<file path="config.mk">
export PLATFORM = sky130hd
export DESIGN_NAME = sbrc_round
export DESIGN_NICKNAME = d
export VERILOG_FILES = /design/src/design/assert_macros.svh /design/src/design/sbrc_pkg.sv /design/src/design/sbrc_round.sv
export SDC_FILE = /design/constraint.sdc
export NUM_CORES = 1
export LEC_CHECK = 0
export BUFFER_PORTS_ARGS = -buffer_cell sky130_fd_sc_hd__buf_2
export CORE_AREA = 5 5 123 125
export DETAILED_ROUTE_END_ITERATION = 8
export DIE_AREA = 0 0 128 130
export PLACE_DENSITY_LB_ADDON = 0.12
export SYNTH_ARGS = -nofsm -noshare
export SYNTH_HDL_FRONTEND = slang
export SYNTH_SLANG_ARGS = --single-unit
</file>
<file path="constraint.sdc">
create_clock -name vclk -period 0.9
set_clock_uncertainty 0.05 [all_clocks]
set_input_delay 0.045 -clock vclk [all_inputs]
set_output_delay 0.045 -clock vclk [all_outputs]
set_load 0.1 [all_outputs]
</file>
<file path="src/design/assert_macros.svh">
// Assertion macros used by the top-level design file of the cipher block.
// No dependencies; each macro collapses to nothing when NO_ASSERTIONS is set.
`ifndef ASSERT_MACROS_SVH
`define ASSERT_MACROS_SVH

`ifndef NO_ASSERTIONS

`define ASSERT_PROP(lbl, clk, rst, prop, msg) \
   lbl: assert property (@(posedge clk) disable iff (rst) (prop)) else $error(msg);

`define ASSERT_NEVER(lbl, clk, rst, cond, msg) \
   lbl: assert property (@(posedge clk) disable iff (rst) !(cond)) else $error(msg);

`else

`define ASSERT_PROP(lbl, clk, rst, prop, msg)

`define ASSERT_NEVER(lbl, clk, rst, cond, msg)

`endif

`endif

</file>
<file path="src/design/sbrc_pkg.sv">
// Shared constants and types of the substitution-rotate block cipher.
// Used by every module of the block but sbrc_ram; depends on nothing.
package sbrc_pkg;

   localparam int BLOCK_W   = 64;
   localparam int BYTE_W    = 8;
   localparam int NUM_BYTES = BLOCK_W / BYTE_W;
   localparam int SEL_W     = 3;
   localparam int TBL_DEPTH = 256;

   localparam int ROUNDS = 16;
   localparam int CNT_W  = $clog2(ROUNDS + 1);

   localparam logic [1:0] CMD_ENCRYPT = 2'd0;
   localparam logic [1:0] CMD_DECRYPT = 2'd1;
   localparam logic [1:0] CMD_LOAD    = 2'd2;

   typedef struct packed {
      logic              rd_en;
      logic              inverse;
      logic              wr_en;
      logic [SEL_W-1:0]  wr_sel;
      logic [BYTE_W-1:0] wr_idx;
      logic [BYTE_W-1:0] wr_val;
   } tbl_ctrl_type;

endpackage

</file>
<file path="src/design/sbrc_round.sv">
// Round datapath: finishes the previous round from table data and forms the next
// table address. Depends on sbrc_pkg.
module sbrc_round (
   input  logic                          decrypt,
   input  logic                          first,
   input  logic [sbrc_pkg::BLOCK_W-1:0]  block,
   input  logic [sbrc_pkg::BLOCK_W-1:0]  tbl_data,
   input  logic [sbrc_pkg::BLOCK_W-1:0]  key,
   output logic [sbrc_pkg::BLOCK_W-1:0]  tbl_addr,
   output logic [sbrc_pkg::BLOCK_W-1:0]  result
);

   logic [sbrc_pkg::BLOCK_W-1:0] finished;
   logic [sbrc_pkg::BLOCK_W-1:0] cur;

   // Tail of a round: encrypt rotates left, decrypt applies the key.
   assign finished = decrypt ? (tbl_data ^ key)
                             : {tbl_data[sbrc_pkg::BLOCK_W-2:0],
                                tbl_data[sbrc_pkg::BLOCK_W-1]};

   assign cur = first ? block : finished;

   // Head of a round: encrypt applies the key, decrypt rotates right.
   assign tbl_addr = decrypt ? {cur[0], cur[sbrc_pkg::BLOCK_W-1:1]} : (cur ^ key);

   assign result = finished;

endmodule

</file>
==> results of run 1 <==
==> power by group <==
part	total (W)	leakage, nW	switching, W	internal (W)
Combinational	0.0136	5.01	0.00811	0.00546
Sequential	0	0	0	0
Clock	0.000000000149	0.00000634	0	0.000000000149
==> routing by layer <==
metal / global-route usage / vias up
met2: 0.530 / 305
met5: 0 / -
li1: - / 2908
met4: 0.0986 / 0
met1: 0.278 / 3140
met3: 0.0454 / 75
==> per-stage QoR <==
| step | utilization | hold WS (ns) | std cells |
|---|---|---|---|
| after global placement | 0.698 | 0.514 | 1143 |
| after floorplan | - | 0.303 | 562 |
| after CTS | 0.808 | 0.472 | 1187 |
| final | 0.860 | 0.480 | 1199 |
| after global routing | 0.860 | 0.493 | 1198 |
| after detailed placement | 0.698 | 0.521 | 1143 |
==> critical path, stage by stage <==
cell       delay (ns)
buf_16           0.13
clkbuf_16        0.17
mux2i_1          0.27
xor2_1           0.27
o22ai_2          0.13
buf_12           0.18
==> worst max-delay path by stage <==
stage / startpoint / to / slack [ns] / cells after the start
final: first / tbl_addr[20] / -0.41 / 6
after global routing: first / tbl_addr[20] / -0.43 / 6
after CTS: first / tbl_addr[26] / -0.36 / 7
after detailed placement: first / tbl_addr[38] / -0.55 / 6
after global placement: first / tbl_addr[28] / -0.49 / 6
after floorplan: first / tbl_addr[11] / -0.66 / 5
==> cell families (layout without fill, tap and decap cells) <==
| family | Yosys count | in the layout | share of synthesized area |
|---|---|---|---|
| compound gates | 192 | 192 | 0.277 |
| xor+xnor | 128 | 128 | 0.298 |
| simple gates | 128 | 128 | 0.170 |
| mux | 64 | 64 | 0.170 |
| buf+inv | 50 | 506 | 0.0839 |
| other cells | 0 | 1 | 0 |
==> cell type report <==
class	count	area, µm²
repair buffers	505	6100
multi-input cells	512	5520
inverters	1	8.76
well taps	180	225
fillers	675	1920
diodes	1	2.50
==> layout by cell type, fill, tap and decap left out, types with 8 or more instances in the layout <==
master   synthesis  final
a21oi_4          0     64
and2_1          64     63
buf_12           6    158
buf_16           0     18
buf_2            9    171
buf_4            0     87
buf_6            1     49
buf_8            1     18
mux2i_1         64     20
mux2i_2          0     29
mux2i_4          0     15
nor2_1          64      8
nor2_2           0     15
nor2_4           0     41
o21ai_0         64     50
o21ai_1          0     13
o22ai_2          0     55
o22ai_4          0      9
xnor2_1         64     48
xnor2_2          0     13
xor2_1          64     53
xor2_2           0     11
==> what timing repair did <==
item,in CTS,in global routing
gates resized for setup,192,177
cloned,22,4
buffers inserted,22,20
endpoints found under the setup margin,125,126
pin swaps,73,98
==> results.md, run 1 <==
- Status: finished with violations
- Failing checks: setup timing
- Critical path required time: around 0.81 ns
- Rows: 43
- Peak VDD IR: 1.01 mV
- IO buf count: around 320
- TritonRoute pass-1 iters: 4
- Tcrit/Tclk final: 1.45
- Met2 WL post-DR: 14.3 mm
- Worst-margin pin slew: 0.381 ns
- Power density over the cells: 1140 nW/µm²
- Post-Synthesis Cells: 562
- Sequential standard cell area: 0 µm²
- Global-route wire length before repair: 36.2 mm
- Final worst setup slack: -0.407 ns
- GPL Wtd Cong: between 0.8 and 0.9
- Cell type with the largest total area after synthesis: mux2i_1
- Design Power: between 0.01 and 0.015 W
- Syn nets: between 700 and 800
- Post-synthesis sequential area ratio: 0
- Fin Setup TNS: -23.57 ns
- GRT Overall Usage: 0.267
- Final net count: 1214
- Mean Syn Cell Area: about 6.7 µm²
- Seq Cell Count: 0
- DRC: 0
- Total global routing overflow: 0
- Min-delay worst type: input pin to output port
- Metal-1 WL: ~9 mm
- Post-synth top area share: 0.170
- Pleak: 5.01 nW
- Max frequency: 0.765 GHz
- Synth area leaders: mux2i_1 17%, xnor2_1 15%, xor2_1 15%
- Max-Slew Margin vs Limit: 0.743
- Final Setup Violations: 119
- Hold Path Cell Cnt: 4
- Vias in the first global route: around 7k
- Core footprint: ~14000 µm²
- Initial antenna violation count: 0
- Post-layout min period: approximately 1.3 ns
- DRT antenna net count: 0
- Worst EP arrival: around 1.2 ns
- Max_cap viols: 0
- Synth warnings: 0
- Die height: ~130 µm
- Layout area overhead: 215%
- Max Slew Vio Count: 0
- Setup repair after global routing missed its margin: yes
- Hold worst-path end: result[20]
- Die span in x: ~130 µm
- Post-Layout Inst Area: roughly 12000 µm²
- Crit Path Max Fanout: 7
- Critical path startpoint category: input pin
- Clock buffer count: 0
- Initial Util: 0.273
- Average wire per cell in the routed design: ~22 µm
- Maximum number of pins on one net before global-route repair: slightly above 40
- Kind of capture point of the worst setup path: output port
- Min-Delay Startpoint: tbl_data[19]
- Hold Fails Final Rpt: 0
- DR vias/cell: roughly 5.4
- Fraction of layout cells with a size suffix above 1: 0.750
- Pre-CTS setup slack: -0.554 ns
- Die ar.: 16600 µm²
- Post-synthesis cell type count: 14
- WL met3: between 1.5 and 2 mm
- Worst Setup Path Type: input pin to output port
- HPWL Detailed: roughly 17 mm
- I/O pin count: approximately 320
- CTS Hold Bufs: 0
- Max layer used: met4
- DP Area: a little under 10000 µm²
- DR iter-0 viols: around 210
- DR vias: roughly 6.4k
- WL final: about 26 mm
- Post-Syn Area: roughly 3800 µm²
Power figures use the tool's default switching activity.
==> inputs of run 2 (changes only) <==
--- a/config.mk
+++ b/config.mk
@@ -6,10 +6,12 @@
 export NUM_CORES = 1
 export LEC_CHECK = 0
 export BUFFER_PORTS_ARGS = -buffer_cell sky130_fd_sc_hd__buf_2
-export CORE_AREA = 5 5 123 125
+export CORE_AREA = 4 4 122 124
 export DETAILED_ROUTE_END_ITERATION = 8
-export DIE_AREA = 0 0 128 130
+export DIE_AREA = 0 0 126 128
 export PLACE_DENSITY_LB_ADDON = 0.12
+export SETUP_SLACK_MARGIN = 0.1
+export SKIP_LAST_GASP = 1
 export SYNTH_ARGS = -nofsm -noshare
 export SYNTH_HDL_FRONTEND = slang
 export SYNTH_SLANG_ARGS = --single-unit
==> run 2 against run 1 <==
Net effect: the flow still finishes with violations (setup timing); routed wire length increased by 14%; first-iteration DRC count increased by 70%; power increased by 3.8%; count of clock-buffer cells in the layout unchanged; combinational power increased by 4%; global-route usage increased by 3.8 points; flip-flop and latch count unchanged; worst hold slack got worse by 0.021 ns; core utilization increased by 4.6 points; critical path type unchanged; largest power group unchanged.
==> results.md, run 2 (same netlist as run 1, synthesis figures left out) <==
- Layout area overhead: 232%
- Die ar.: 16100 µm² (-3.1%)
- Switching share of power: 0.591 (-0.00627)
- DR iter-0 viols: 363 (+70%)
- Pleak: 5.34 nW (+6.7%)
- Seq Cell Count: 0 (unchanged)
- Power density over the cells: 1130 nW/µm² (-1.5%)
- Sw Pwr: 0.00832 W (+2.7%)
- Max stage delay on crit path: 0.28 ns (about the same)
- Peak VDD IR: 1.01 mV (+0.14%)
- Hold Path Cell Cnt: 4 (unchanged)
- CP top delay family: buffers and inverters
- DR vias/cell: 5.64 (+5.1%)
- Fraction of layout cells with a size suffix above 1: 0.759 (+0.00931)
- Max Slew Vio Count: 0 (unchanged)
- Critical path required time: 0.81 ns (about the same)
- CP bufs+invs: 3 (unchanged)
- I/O pin count: 322 (unchanged)
- Global-route wire length before repair: 39.6 mm (+9.4%)
- Die height: 128 µm (-1.5%)
- Most frequent cells in the layout: 147 x buf_12, 134 x buf_2, 94 x buf_4, 64 x a21oi_4, 64 x and2_1
- Kind of capture point of the worst setup path: output port
- Min-delay worst type: input pin to output port
- Clock power share: 0 (unchanged)
- GRT Overall Usage: 0.305 (+0.0376)
- Max_cap viols: 0 (unchanged)
- Maximum number of pins on one net before global-route repair: 41 (unchanged)
- Status: finished with violations
- Crit Path Max Fanout: 11 (+4)
- Post-layout min period: 1.31 ns (+0.00803 ns)
- Worst EP arrival: 1.22 ns (about the same)
- IO buf count: 322 (unchanged)
- Critical-path top delay cell: mux2i_1
- Rows: 43 (unchanged)
- Die span in x: 126 µm (-1.6%)
- DRC: 0 (unchanged)
- DR vias: 6769 (+5.3%)
- Final net count: 1216 (+0.16%)
- Core footprint: 13800 µm² (unchanged)
- Max-Slew Margin vs Limit: 0.726 (-0.0167)
- Final Setup Violations: 123 (+3.4%)
- DRT antenna net count: 0 (unchanged)
- Average wire per cell in the routed design: 24.7 µm (+14%)
- Pre-CTS setup slack: -0.465 ns (+0.0897 ns)
- Initial antenna violation count: 1 (+1)
- Worst-margin pin slew: 0.406 ns (+0.0248 ns)
- Min-Delay Startpoint: tbl_data[13]
- Hold Fails Final Rpt: 0 (unchanged)
- Worst-path cell chain: buf_16 -> buf_16 -> mux2i_1 -> xor2_1 -> o22ai_2 -> buf_12
- Combinational Power Share: 1.000 (about the same)
- HPWL Detailed: 16.8 mm (-3.3%)
- Total global routing overflow: 0 (unchanged)
- Failing checks: setup timing
- Vias in the first global route: 7262 (+4.1%)
- Tcrit/Tclk final: 1.46 (+0.00892)
- Most common cell after layout, fill and taps aside: buf_12
- Initial Util: 0.273 (unchanged)
- Setup repair after global routing missed its margin: yes
- Max frequency: 0.760 GHz (-0.61%)
- CP most frequent cell: buf_16
- Int Pwr: 0.00576 W (+5.4%)
- Clock buffer count: 0 (unchanged)
- Final worst setup slack: -0.415 ns (-0.00803 ns)
- Worst Setup Path Type: input pin to output port
- GPL Wtd Cong: 0.979 (+12%)
- Hold worst-path end: result[14]
- TritonRoute pass-1 iters: 5 (+1)
- Part of the power in registers: 0 (unchanged)
- Critical path startpoint category: input pin
- Sequential standard cell area: 0 µm² (unchanged)
- Hold slack: 0.459 ns (-0.0212 ns)
- WL final: 29.7 mm (+14%)
==> run 2: layout make-up <==
cell class	instances	area (µm²)
Multi-Input combinational cell	512	5680
Fill cell	520	1290
Tap cell	180	225
Inverter	1	6.26
Timing Repair Buffer	507	6570
Antenna cell	1	2.50
==> run 2: repair_timing <==
action,in CTS,in global routing
pin swaps,109,77
gates resized for setup,327,116
setup buffers,24,9
hold buffers,0,0
cloned,28,3
setup endpoints to repair,128,128
==> run 2: how the worst max path moves through the flow <==
stage          start           end  slack (ns)  depth (start not counted)
6_report       first  tbl_addr[56]       -0.41                          6
3_5_place_dp   first   tbl_addr[2]       -0.46                          6
5_1_grt        first  tbl_addr[46]       -0.45                          6
4_1_cts        first   tbl_addr[2]       -0.32                          6
3_3_place_gp   first  tbl_addr[27]       -0.41                          6
2_1_floorplan  first  tbl_addr[11]       -0.66                          5
==> run 2: per-layer routing <==
layer | wire length [µm] | track usage
met1 | 9250 | 0.302
met2 | 16300 | 0.614
met3 | 2090 | 0.0617
met4 | 2070 | 0.117
met5 | 0 | 0
==> run 2: power by group through the flow <==
stage               sequential, W  combinational [W]        clock, W
floorplan                       0            0.00753               0
global placement                0             0.0119               0
detailed placement              0             0.0120               0
CTS                             0             0.0133               0
global route                    0             0.0144  0.000000000149
finish                          0             0.0141  0.000000000149
==> run 2: stage by stage <==
stage               area (µm²)  utilization  total power [W]  cells  TNS, ns
finish                   12500        0.906           0.0141   1201   -23.93
global route             12500        0.906           0.0144   1201   -26.83
CTS                      11800        0.854           0.0133   1189   -20.40
detailed placement        9480        0.688           0.0120   1137   -33.18
global placement          9480        0.688           0.0119   1137   -30.42
floorplan                 5200            -          0.00753    562   -48.31
==> inputs of run 3 (changes only) <==
--- a/config.mk
+++ b/config.mk
@@ -5,10 +5,12 @@
 export SDC_FILE = /design/constraint.sdc
 export NUM_CORES = 1
 export LEC_CHECK = 0
+export ABC_AREA = 1
 export BUFFER_PORTS_ARGS = -buffer_cell sky130_fd_sc_hd__buf_2
-export CORE_AREA = 4 4 122 124
+export CORE_ASPECT_RATIO = 0.9
+export CORE_MARGIN = 4
+export CORE_UTILIZATION = 43
 export DETAILED_ROUTE_END_ITERATION = 8
-export DIE_AREA = 0 0 126 128
 export PLACE_DENSITY_LB_ADDON = 0.12
 export SETUP_SLACK_MARGIN = 0.1
 export SKIP_LAST_GASP = 1
==> run 3 against run 2 <==
Net effect: the flow now stops in 3_5_place_dp; synthesized cell count rose by 140%; synthesized area rose by 59%.
==> results.md, run 3 <==
- Syn nets: 1546 (+100%)
- Synth top cells by count: 576 x nand2_1, 512 x nand3_1, 128 x inv_1
- Main combinational cell family by area after synthesis: simple AND/OR/NAND/NOR gates
- Compound-Gate Fraction of Synth Area: 0 (-0.277)
- Die height: 120 µm (-6.5%)
- Post-Synthesis Cells: 1352 (+140%)
- I/O pin count: 322 (unchanged)
- Cell type with the largest total area after synthesis: nand3_1
- Rows: 40 (-7.0%)
- Mean Syn Cell Area: 4.41 µm² (-34%)
- Synth area leaders: nand3_1 43%, nand2_1 36%, inv_1 8.1%
- IO buf count: 322 (unchanged)
- GPL Wtd Cong: 0.999 (+2.0%)
- Initial Util: 0.443 (+0.170)
- Post-synthesis sequential area ratio: 0 (unchanged)
- Adder-cell share of the synthesized area: 0 (unchanged)
- Status: stopped before the end
- Post-synth top area share: 0.430 (+0.260)
- Post-Synth XOR/XNOR Area: 0 (-0.298)
- Post-synthesis cell type count: 12 (-2)
- Post-synthesis mux area share: 0 (-0.170)
- Synth warnings: 0 (unchanged)
- Top-count cell post-synth: nand2_1
- Failed at: 3_5_place_dp
- Stop err: [ERROR DPL-0038] Utilization greater than 100%, impossible to legalize
- Post-Synth Simple-Gate Area: 0.860 (+0.690)
- Die span in x: 132 µm (+4.8%)
- Post-Syn Area: 5960 µm² (+59%)
==> run 3: cells by family after synthesis <==
logic type / after synthesis
buf+inv: 200
simple gates: 1152
==> run 3: per-stage QoR <==
stage | instance area, µm² | setup slack, ns | TNS, ns | instances
after global placement | 13700 | -0.434 | -38.28 | 2058
after floorplan | 8200 | -0.148 | -7.65 | 1352
==> inputs of run 4 (changes only) <==
--- a/config.mk
+++ b/config.mk
@@ -7,12 +7,10 @@
 export LEC_CHECK = 0
 export ABC_AREA = 1
 export BUFFER_PORTS_ARGS = -buffer_cell sky130_fd_sc_hd__buf_2
-export CORE_ASPECT_RATIO = 0.9
 export CORE_MARGIN = 4
-export CORE_UTILIZATION = 43
+export CORE_UTILIZATION = 40
 export DETAILED_ROUTE_END_ITERATION = 8
-export PLACE_DENSITY_LB_ADDON = 0.12
-export SETUP_SLACK_MARGIN = 0.1
+export PLACE_DENSITY_LB_ADDON = 0.15
 export SKIP_LAST_GASP = 1
 export SYNTH_ARGS = -nofsm -noshare
 export SYNTH_HDL_FRONTEND = slang
==> constraint.sdc (replaced) <==
create_clock -name vclk -period 1.15
set_clock_uncertainty 0.05 [all_clocks]
set_input_delay 0.0575 -clock vclk [all_inputs]
set_output_delay 0.0575 -clock vclk [all_outputs]
set_load 0.1 [all_outputs]
==> run 4 against run 3 <==
Net effect: the run fails in 5_1_grt; synthesized cell count is the same; synthesized area is the same.
==> results.md, run 4 <==
- Pre-CTS setup slack: -0.235 ns
- Die span in x: 130 µm (-1.5%)
- Kind of the worst endpoint: primary output
- Post-Synthesis Cells: 1352 (unchanged)
- GPL Wtd Cong: 0.964 (-3.5%)
- Post-synthesis sequential area ratio: 0 (unchanged)
- Post-synthesis cell type count: 12 (unchanged)
- Maximum number of pins on one net before global-route repair: 36
- Synth warnings: 0 (unchanged)
- Die height: 130 µm (+8.7%)
- Total global routing overflow: roughly 1.7k
- GRT Overall Usage: 0.988
- Post-Place Cells: slightly below 2k
- Initial Util: 0.408 (-0.0342)
- I/O pin count: 322 (unchanged)
- Post-synth top area share: 0.430 (unchanged)
- Syn nets: 1546 (unchanged)
- Mean Syn Cell Area: 4.41 µm² (unchanged)
- Top-count cell post-synth: nand2_1
- Synth area leaders: nand3_1 43%, nand2_1 36%, inv_1 8.1%
- Status: stopped before the end
- Rows: 44 (+10%)
- Stop err: [ERROR GRT-0232] Routing congestion too high. Check the congestion heatmap in the GUI.
- IO buf count: 322 (unchanged)
- Cell type with the largest total area after synthesis: nand3_1
- HPWL Detailed: 22.1 mm
- Failed at: 5_1_grt
- Worst endpoint after global-route timing repair: tbl_addr[3]
- Synth top cells by count: 576 x nand2_1, 512 x nand3_1, 128 x inv_1
- Post-Syn Area: 5960 µm² (unchanged)
run 4: cell counts after synthesis:
Identical to the previous run, type by type.
run 4: routing by layer:
layer,GRT usage,GRT overflow
met1,0.826,9
met2,1.35,1257
met3,0.708,6
met4,1.22,434
met5,0.282,2
run 4: kinds of logic after synthesis:
family / share of synthesized area
AND/OR/NAND/NOR: 0.860
buffers and inverters: 0.140
run 4: through the flow:
step / hold slack [ns] / utilization / area (µm²)
after floorplan: 0.397 / - / 6700
after global placement: 0.520 / 0.799 / 11700
after CTS: 0.527 / 0.889 / 13000
after detailed placement: 0.526 / 0.799 / 11700
run 4: repair_timing:
| action | CTS |
|---|---|
| pin swaps | 68 |
| endpoints found under the setup margin | 77 |
| hold buffers | 0 |
| gates cloned | 15 |
| resized for setup | 182 |
| setup buffers | 8 |
